### config.mk
export PLATFORM = sky130hd
export DESIGN_NAME = slws_cell
export DESIGN_NICKNAME = d
export VERILOG_FILES = /design/src/design/slws_pkg.sv /design/src/design/slws_cell.sv
export SDC_FILE = /design/constraint.sdc
export NUM_CORES = 1
export LEC_CHECK = 0
export ABC_AREA = 1
export BUFFER_PORTS_ARGS = -buffer_cell sky130_fd_sc_hd__buf_2
export CAP_MARGIN = 20
export CORE_MARGIN = 1
export CORE_UTILIZATION = 51
export DETAILED_ROUTE_END_ITERATION = 7
export GPL_TIMING_DRIVEN = 1
export MAX_ROUTING_LAYER = met4
export PLACE_DENSITY = 0.82
export SYNTH_ARGS = -nofsm -noshare
export SYNTH_HDL_FRONTEND = slang
export SYNTH_SLANG_ARGS = --single-unit
### constraint.sdc
create_clock -name clk -period 3.85 [get_ports clk]
set_input_delay 1.155 -clock clk [delete_from_list [all_inputs] [get_ports clk]]
set_output_delay 1.155 -clock clk [all_outputs]
set_load 0.02 [all_outputs]
### src/design/slws_pkg.sv
// ----------------------------------------------------------------------------
// Sliding window latency statistics package
// Shared widths, opcodes, controller states and the cell command type.
// ----------------------------------------------------------------------------
package slws_pkg;

    localparam int DEPTH  = 256;
    localparam int IDX_W  = 8;
    localparam int CNT_W  = 9;
    localparam int DATA_W = 32;
    localparam int SUM_W  = 40;

    // Width of the divider's step counter, which counts down from SUM_W.
    localparam int DIV_STEP_W = $clog2(SUM_W + 1);

    // floor(x / 100) equals (x * PCT_RECIP) >> PCT_SHIFT for every x below 2^15.
    localparam int PCT_RECIP = 10486;
    localparam int PCT_SHIFT = 20;

    localparam logic OP_RECORD = 1'b0;
    localparam logic OP_CLEAR  = 1'b1;

    typedef enum logic [4:0] {
        ST_IDLE   = 5'b00001,
        ST_REMOVE = 5'b00010,
        ST_INSERT = 5'b00100,
        ST_DIV    = 5'b01000,
        ST_LOAD   = 5'b10000
    } state_t;

    typedef struct packed {
        logic remove;
        logic insert;
    } cell_cmd_t;

    // Sorted position of a percentile: floor(n * p / 100).
    function automatic logic [IDX_W-1:0] pct_index(input logic [CNT_W-1:0] n,
                                                   input logic [6:0] p);
        logic [15:0] x;
        logic [29:0] y;
        x = 16'(n) * 16'(p);
        y = 30'(x) * 30'(PCT_RECIP);
        return y[PCT_SHIFT+IDX_W-1:PCT_SHIFT];
    endfunction

endpackage

### src/design/slws_cell.sv
// ----------------------------------------------------------------------------
// Sorted cell
// One element of the sorted chain; shifts left on removal, right on insertion.
// ----------------------------------------------------------------------------
module slws_cell
    import slws_pkg::*;
(
    input  logic              clk,
    input  cell_cmd_t         cmd,
    input  logic [DATA_W-1:0] key,
    input  logic [DATA_W-1:0] left_val,
    input  logic              left_occ,
    input  logic [DATA_W-1:0] right_val,
    input  logic              occ,
    output logic [DATA_W-1:0] val
);

    logic [DATA_W-1:0] val_reg;
    logic [DATA_W-1:0] val_next;

    always_comb
    begin
        val_next = val_reg;
        if (cmd.remove)
        begin
            // The chain is sorted, so every cell at or past the first copy of
            // the key holds a value not below it.
            if (occ && (val_reg >= key))
            begin
                val_next = right_val;
            end
        end
        else if (cmd.insert)
        begin
            if (occ || left_occ)
            begin
                if (left_val > key)
                begin
                    val_next = left_val;
                end
                else if (!occ || (val_reg > key))
                begin
                    val_next = key;
                end
            end
        end
    end

    always_ff @(posedge clk)
    begin
        val_reg <= val_next;
    end

    assign val = val_reg;

endmodule

==> impl_metrics.csv <==
group,metric,value,unit
outcome,status,"complete, no violations",
cells_and_area,largest_reg_flops,32,
critical_path,cp-start-kind,"input port",
flow_run,drv_cap,0,
clock_network,cts_sinks,32,
grt,antenna_found_initial,0,
grt,grt-ovfl-total,0,
sta,finalWorstSetupSlack,761,ps
power,irDropWorstVdd,0.197,mV
logic_synthesis,yosysWarnings,0,
sta,final.min_clock_period,3090,ps
clock_network,htree_levels,2,
logic_synthesis,yosys-top-cells-count,"135 x nand2_1, 79 x inv_1, 69 x nand3_1",
drt,drt-total-wl,9540,microns
place,placed_area,4360,sq um
logic_synthesis,ys_types,26,
drt,avgViaCountPerCell,5.09,
clock_network,ctsResizeCount,0,
die,die_y,86.4,microns
critical_path,required,3840,ps
drt,vias,3691,
cells_and_area,fin_util,0.651,
logic_synthesis,syn_nets,663,
drt,ant_nets,0,
place,dp_hpwl,7610,microns
die,die_w,86.4,microns
critical_path,worstPathMaxFanout,14,
power,power.leakage,0.00257,uW
logic_synthesis,synth_edf_count,32,
logic_synthesis,yosysMostFrequentCell,"nand2_1",
sta,skew,3.58,ps
place,pre_cts_ws,454,ps
sta,slew_headroom,0.653,
logic_synthesis,syn_inst,498,
grt,global_route.usage.total,0.273,
die,start_util,0.532,
hold_path,min_path_type,"input port to register",
critical_path,cp_slowest_cell,"ha_1",
clock_network,cts.clk_slew.worst_paths,70,ps
clock_network,cts_tree,"built",
critical_path,arrival,3080,ps
power,swShare,0.375,
drt,drcViolationCount,0,
drt,dr.pass1.iters,5,
clock_network,cts_setup_buffers,0,
die,die_area,7470,sq um
sta,rsz0062_at_grt,"false",
logic_synthesis,ys_seq_elements,32,
logic_synthesis,async_flop_share,0,
die,io_pins,133,
clock_network,clock-root-buffer,"clkbuf_8",
sta,finalSetupViolCount,0,
power,p_clk_frac,0.219,
power,seqPwrFrac,0.380,
logic_synthesis,synth_top_area_share,0.264,
critical_path,worst_path_most_repeated_cell,"nand2_1",
grt,grt_pass1_wl,15700,microns
power,power_density,262,nW/um^2
drt,wl_per_cell,13.2,microns
clock_network,hold_buffers,0,
sta,worstMarginPinSlew,520,ps
critical_path,worstPathCellList,"buf_2 > inv_1 > ha_1 > nand4_1 > nor3_4 > nand2_1 > nand2_1 > nand2_2 > nand2_4 > nand2_4 > nand3_1 > nand2_1 > inv_1 > buf_4",
cells_and_area,nNetsFinal,793,
die,row_count,30,
sta,finalSetupTns,0,ps
cells_and_area,nFillCells,669,
grt,grt_max_degree,33,
logic_synthesis,synth_area_leaders,"edfxtp_1 26%, ha_1 22%, nand2_1 14%",
logic_synthesis,synthFlopType,"edfxtp_1",
logic_synthesis,synth.avg_cell_area,7.30,sq um
cells_and_area,layout-drive-gt1-share,0.302,
sta,min_period_over_period,0.802,
critical_path,critPathKind,"input port to register",
power,p_int,728,uW
logic_synthesis,synth_top_cell_by_area,"edfxtp_1",
sta,finalHoldViolCount,0,
place,portBuffers,132,
sta,finalMaxSlewViolations,0,
clock_network,insertion_delay,290,ps
cells_and_area,fin_area,4440,sq um
clock_network,cts_made_buffers,5,
sta,fmax,324,MHz
critical_path,end_kind,"register",
grt,grt_pass1_vias,3629,
cells_and_area,syn2layout_area_growth,22.3,%
power,pwr-share-comb,0.401,
critical_path,max_stage_delay,320,ps
logic_synthesis,ys_seq_area_frac,0.264,
power,net-switching-power,436,uW
cells_and_area,diodes,0,
clock_network,clockBufferDepth,2,
drt,initialDrtViolationCount,194,
die,core,6830,sq um
place,gp_congestion,0.898,
logic_synthesis,syn_area,3630,sq um
-- worst paths after layout --
kind	start	endpoint	slack (ps)	cells after the start
worst max-delay path	key[11]	val[31]	760	14
worst min-delay path	right_val[6]	val[6]	1140	3
worst min register to register	val[1]	val[27]	1320	8
worst max register to register	val[31]	val[31]	1390	12
-- metal layers --
layer  GRT usage  up-vias  routed length (microns)
li1            -     1881                        -
met1       0.333     1658                     4180
met2       0.466      136                     4590
met3      0.0381       16                      640
met4      0.0864        0                      122
met5           -        -                        0
-- placed cells by master (no fill, tap or decap), drive strengths merged --
cell    count
nand2     169
buf       139
inv        81
nand3      69
ha         64
edfxtp     32
a21oi      30
nor2       19
o21ai       6
clkbuf      5
o21a        4
nand4       4
clkinv      3
nor3        2
a21o        1
o211ai      1
-- area by class of cell --
cell class                 count  area (sq um)  area share
inverter                      81           304      0.0684
tap                           96           120      0.0270
sequential                    32           961       0.216
clock inverter                 3          13.8     0.00310
timing repair buffer         139           713       0.160
clock buffer                   5          68.8      0.0155
multi-input combinational    369          2260       0.509
-- logic make-up after synthesis --
family                   count (synthesis)  synth area share
buffers and inverters                   97             0.113
flip-flops                              32             0.264
AO/OA/AOI/OAI                           42            0.0630
AND/OR/NAND/NOR                        263             0.340
adder cells (fa/ha/maj)                 64             0.220
-- worst max-delay path: cells and delay by family --
kind	cells	cell delay, ps
fa+ha+maj	1	320
buf+inv	4	620
simple gates	9	960
-- metrics by stage --
stage                     power [uW]  hold slack, ps  instances
after floorplan                  765            1340        498
after detailed placement         914            1300        717
after CTS                       1170            1130        725
after global routing            1250            1140        725
after global placement           897            1270        717
final                           1160            1140        725
-- power by group through the flow --
stage                     sequential [uW]  combinational (uW)  clock [uW]
final                                 443                 466         255
after global routing                  446                 525         275
after CTS                             443                 466         259
after detailed placement              451                 463           0
after global placement                450                 447           0
after floorplan                       482                 283           0
(Power assumes the default switching activity.)
