===== src/design/slws_pkg.sv =====
// ----------------------------------------------------------------------------
// Sliding window latency statistics package
// Shared widths, opcodes, controller states and the cell command type.
// ----------------------------------------------------------------------------
package slws_pkg;

    localparam int DEPTH  = 256;
    localparam int IDX_W  = 8;
    localparam int CNT_W  = 9;
    localparam int DATA_W = 32;
    localparam int SUM_W  = 40;

    // Width of the divider's step counter, which counts down from SUM_W.
    localparam int DIV_STEP_W = $clog2(SUM_W + 1);

    // floor(x / 100) equals (x * PCT_RECIP) >> PCT_SHIFT for every x below 2^15.
    localparam int PCT_RECIP = 10486;
    localparam int PCT_SHIFT = 20;

    localparam logic OP_RECORD = 1'b0;
    localparam logic OP_CLEAR  = 1'b1;

    typedef enum logic [4:0] {
        ST_IDLE   = 5'b00001,
        ST_REMOVE = 5'b00010,
        ST_INSERT = 5'b00100,
        ST_DIV    = 5'b01000,
        ST_LOAD   = 5'b10000
    } state_t;

    typedef struct packed {
        logic remove;
        logic insert;
    } cell_cmd_t;

    // Sorted position of a percentile: floor(n * p / 100).
    function automatic logic [IDX_W-1:0] pct_index(input logic [CNT_W-1:0] n,
                                                   input logic [6:0] p);
        logic [15:0] x;
        logic [29:0] y;
        x = 16'(n) * 16'(p);
        y = 30'(x) * 30'(PCT_RECIP);
        return y[PCT_SHIFT+IDX_W-1:PCT_SHIFT];
    endfunction

endpackage


===== src/design/slws_div.sv =====
// ----------------------------------------------------------------------------
// Serial divider
// Restoring division of the window sum by the count, one quotient bit a cycle.
// ----------------------------------------------------------------------------
module slws_div
    import slws_pkg::*;
(
    input  logic              clk,
    input  logic              rst_n,
    input  logic              start,
    input  logic [SUM_W-1:0]  dividend,
    input  logic [CNT_W-1:0]  divisor,
    output logic              busy,
    output logic [DATA_W-1:0] quotient
);

    logic                  busy_reg;
    logic                  busy_next;
    logic [DIV_STEP_W-1:0] step_reg;
    logic [DIV_STEP_W-1:0] step_next;
    logic [CNT_W-1:0]      rem_reg;
    logic [CNT_W-1:0]      rem_next;
    logic [SUM_W-1:0]      quot_reg;
    logic [SUM_W-1:0]      quot_next;
    logic [CNT_W-1:0]      div_reg;
    logic [CNT_W-1:0]      div_next;
    logic [CNT_W:0]        trial;

    always_comb
    begin
        busy_next = busy_reg;
        step_next = step_reg;
        rem_next  = rem_reg;
        quot_next = quot_reg;
        div_next  = div_reg;
        trial     = {rem_reg, quot_reg[SUM_W-1]} - {1'b0, div_reg};
        if (start)
        begin
            busy_next = 1'b1;
            step_next = DIV_STEP_W'(SUM_W);
            rem_next  = '0;
            quot_next = dividend;
            div_next  = divisor;
        end
        else if (busy_reg)
        begin
            if (!trial[CNT_W])
            begin
                rem_next  = trial[CNT_W-1:0];
                quot_next = {quot_reg[SUM_W-2:0], 1'b1};
            end
            else
            begin
                rem_next  = {rem_reg[CNT_W-2:0], quot_reg[SUM_W-1]};
                quot_next = {quot_reg[SUM_W-2:0], 1'b0};
            end
            step_next = step_reg - 1'b1;
            if (step_reg == DIV_STEP_W'(1))
            begin
                busy_next = 1'b0;
            end
        end
    end

    always_ff @(posedge clk or negedge rst_n)
    begin
        if (!rst_n)
        begin
            busy_reg <= 1'b0;
            step_reg <= '0;
        end
        else
        begin
            busy_reg <= busy_next;
            step_reg <= step_next;
        end
    end

    always_ff @(posedge clk)
    begin
        rem_reg  <= rem_next;
        quot_reg <= quot_next;
        div_reg  <= div_next;
    end

    assign busy     = busy_reg;
    assign quotient = quot_reg[DATA_W-1:0];

endmodule


===== config.mk =====
export PLATFORM = sky130hd
export DESIGN_NAME = slws_div
export DESIGN_NICKNAME = d
export VERILOG_FILES = /design/src/design/slws_pkg.sv /design/src/design/slws_div.sv
export SDC_FILE = /design/constraint.sdc
export NUM_CORES = 1
export LEC_CHECK = 0
export ABC_AREA = 1
export BUFFER_PORTS_ARGS = -buffer_cell sky130_fd_sc_hd__buf_2
export CAP_MARGIN = 10
export CORE_MARGIN = 3
export CORE_UTILIZATION = 49
export DETAILED_ROUTE_END_ITERATION = 10
export PLACE_DENSITY = 0.77
export SYNTH_ARGS = -nofsm -noshare
export SYNTH_HDL_FRONTEND = slang
export SYNTH_SLANG_ARGS = --single-unit

===== constraint.sdc =====
create_clock -name clk -period 1.6 [get_ports clk]
set_input_delay 0.32 -clock clk [delete_from_list [all_inputs] [get_ports clk]]
set_output_delay 0.32 -clock clk [all_outputs]
set_load 0.005 [all_outputs]

==> run_results.csv <==
group,metric,value,unit
global_route,grt.overflow.total,0,
sta,fmax,563.1,MHz
layout,drive_gt1_frac,0.3743,
floorplanning,die_height,91.23,µm
layout,mostFrequentLayoutCell,"nand2_1",
synth,synthesis.area,3560,µm²
floorplanning,ioPinCount,85,
routing,drtPass1Iterations,4,
worst_hold_path,min_path_type,"primary input to flip-flop",
sta,relSlewSlack,0.7218,
floorplanning,row_count,30,
outcome,status,"finished with violations",
sta,report.final.hold_viol_count,0,
synth,synth.distinct_cells,31,
synth,postSynthAreaPerCell,8.475,µm²
worst_setup_path,path_cells,"inv_1, ha_2, nand2_2, nor2_4, nand3_4, nand3_4, nand2_4, buf_4, a31oi_1",
sta,worst_pin_slew,417.3,ps
placed_design,post-dp-hpwl,5313,µm
power_and_ir_drop,p_int,0.004217,W
sta,setup_viol,10,
cts,cts-htree-levels,3,
routing,ant_nets,0,
worst_setup_path,crit_required,1770,ps
placed_design,io_buffers,84,
routing,drt_iter0_markers,202,
routing,routed_wl,7917,µm
worst_setup_path,max_stage_delay,370,ps
layout,fin_cells,609,
global_route,antenna_found_initial,0,
power_and_ir_drop,power_leakage,2.329,nW
sta,slew_violations,0,
synth,synth-main-ff-cell,"edfxtp_1",
routing,drc,0,
layout,area_growth_syn_to_layout,28.86,%
cts,cts_buffers,9,
synth,ys_seq_elements,65,
global_route,busiest_layer,"met2",
power_and_ir_drop,p_per_area,1422,nW/µm²
floorplanning,fp.dieW,91.23,µm
routing,wl_per_cell,13.00,µm
power_and_ir_drop,seqPwrFrac,0.351,
layout,nets,572,
power_and_ir_drop,swShare,0.3534,
global_route,grt_pass1_wl,12590,µm
worst_setup_path,cp-start-kind,"flip-flop",
routing,viasPerCell,4.749,
sta,rsz0062_at_grt,"yes",
global_route,grt_usage,0.1901,
power_and_ir_drop,combPwrFrac,0.408,
synth,ys_seq_area_frac,0.5132,
cts,clock_sinks,65,
floorplanning,start_util,0.5154,
worst_setup_path,crit_slowest_cell,"edfxtp_1",
floorplanning,die-area,8323,µm²
global_route,use_met1,0.2274,
sta,finClkSkew,9.971,ps
synth,ys_async_sr_fraction,0.1077,
power_and_ir_drop,switchingPower,0.002305,W
power_and_ir_drop,p_clk_frac,0.241,
worst_setup_path,critical_path_class,"flip-flop to flip-flop",
routing,route.vias.total,2892,
cts,clk_pin_slew_worst_paths,80,ps
layout,diodes,0,
cts,clk_latency,340,ps
layout,largest_register_ffs,40,
sta,whs,146.4,ps
global_route,met3_usage,0.05137,
placed_design,place_congestion,0.9341,
synth,synthCells,420,
cts,clockBufferDepth,2,
placed_design,dpl_worst_slack,-200.4,ps
worst_setup_path,arrival,1950,ps
sta,setup_tns,-840.7,ps
global_route,first_global_vias,2754,
sta,fin_crit_sh,1.110,
floorplanning,core,6907,µm²
global_route,grt_max_degree,43,
synth,syn-num-nets,484,
worst_setup_path,path_common_cell,"nand3_4",
synth,synth_edf_count,49,
cts,tritoncts,"done",
worst_setup_path,crit_fanout,6,
job,drv_cap,0,
worst_setup_path,crit_path_end_kind,"flip-flop",
cts,cts_root_buf,"clkbuf_8",
power_and_ir_drop,finalPower,0.006522,W
sta,min_period,1776,ps
placed_design,place_inst,585,
outcome,violations,"negative setup slack",
synth,yosysWarnings,0,
sta,finalWorstSetupSlack,-176.0,ps
layout,layout_common_cells,"174 x nand2_1, 84 x buf_2, 49 x edfxtp_1, 32 x inv_1, 31 x buf_4",
global_route,grt_use_met2,0.3274,
power_and_ir_drop,ir_drop,0.7603,mV
cell families (layout without fill, tap and decap cells):
group / Yosys count / in the layout / synth area share
AO/OA/AOI/OAI: 12 / 12 / 0.01968
XOR/XNOR: 3 / 3 / 0.007383
adder cells (fa/ha/maj): 12 / 12 / 0.04429
buffers and inverters: 90 / 182 / 0.1350
flip-flops: 65 / 65 / 0.5132
AND/OR/NAND/NOR: 238 / 239 / 0.2805
metrics by stage:
stage | util | cell area [µm²]
2_1_floorplan | - | 3607
3_3_place_gp | 0.5915 | 4085
3_5_place_dp | 0.5915 | 4085
4_1_cts | 0.6491 | 4483
5_1_grt | 0.6641 | 4587
6_report | 0.6641 | 4587
timing repair:
| action | 4_1_cts | 5_1_grt |
|---|---|---|
| pin swaps | 11 | 6 |
| cloned | 1 | 0 |
| resized for setup | 37 | 17 |
| setup buffers | 0 | 6 |
| hold endpoints to repair | 7 | 0 |
| hold buffers | 1 | 0 |
| setup endpoints to repair | 10 | 10 |
metal layers:
metal,wire length (µm),part of all wire
met5,0,0
met4,214,0.027
met3,330,0.042
met2,4032,0.51
met1,3339,0.42
synthesized netlist by cell type, drive strengths merged (2+ instances only):
| cell type | instances | area, µm² |
|---|---|---|
| nand2 | 189 | 719.4 |
| edfxtp | 49 | 1471 |
| inv | 44 | 165.2 |
| buf | 35 | 274.0 |
| nand3 | 27 | 155.2 |
| nor2 | 13 | 58.81 |
| ha | 11 | 137.6 |
| clkbuf | 10 | 37.54 |
| dfxtp | 9 | 180.2 |
| dfrtp | 7 | 175.2 |
| a21oi | 6 | 33.78 |
| nand3b | 3 | 22.52 |
| nand4 | 3 | 25.02 |
| o21ai | 3 | 15.01 |
| xor2 | 2 | 17.52 |
cell type report:
cell class | instances | area (µm²)
clock buffer | 9 | 123.9
clock inverter | 7 | 101.3
fill | 578 | 2320
inverter | 45 | 172.7
multi-input combinational | 266 | 1503
sequential | 65 | 1829
tap | 96 | 120.1
timing repair buffer | 121 | 737.0
final timing paths:
| kind | depth (start not counted) | end | startpoint | slack [ps] |
|---|---|---|---|---|
| worst max-delay path | 9 | quot_reg[0] | div_reg[1] | -180 |
| worst min register to register | 2 | rem_reg[0] | rem_reg[0] | 510 |
| max in group asynchronous | 2 | step_reg[5] | rst_n | 1090 |
| worst max register to register | 9 | quot_reg[0] | div_reg[1] | -180 |
| worst min-delay path | 1 | div_reg[8] | divisor[8] | 150 |
| min in group asynchronous | 2 | step_reg[0] | rst_n | 340 |
power groups by stage:
stage | Sequential [W] | Combinational [W] | Clock, W
after floorplan | 0.00224 | 0.00146 | 0
after detailed placement | 0.00228 | 0.00204 | 0
after CTS | 0.00229 | 0.00236 | 0.00161
after global placement | 0.00227 | 0.00198 | 0
final | 0.00229 | 0.00266 | 0.00157
after global routing | 0.00231 | 0.00293 | 0.00169
critical path, delay by kind of cell, from the launching register on:
family | cells | cell delay (ps)
and+or+nand+nor | 5 | 490
DFF | 1 | 370
adders and majority gates | 1 | 330
buffers and inverters | 2 | 220
AOI/OAI and AO/OA | 1 | 200
(Power assumes the default switching activity.)
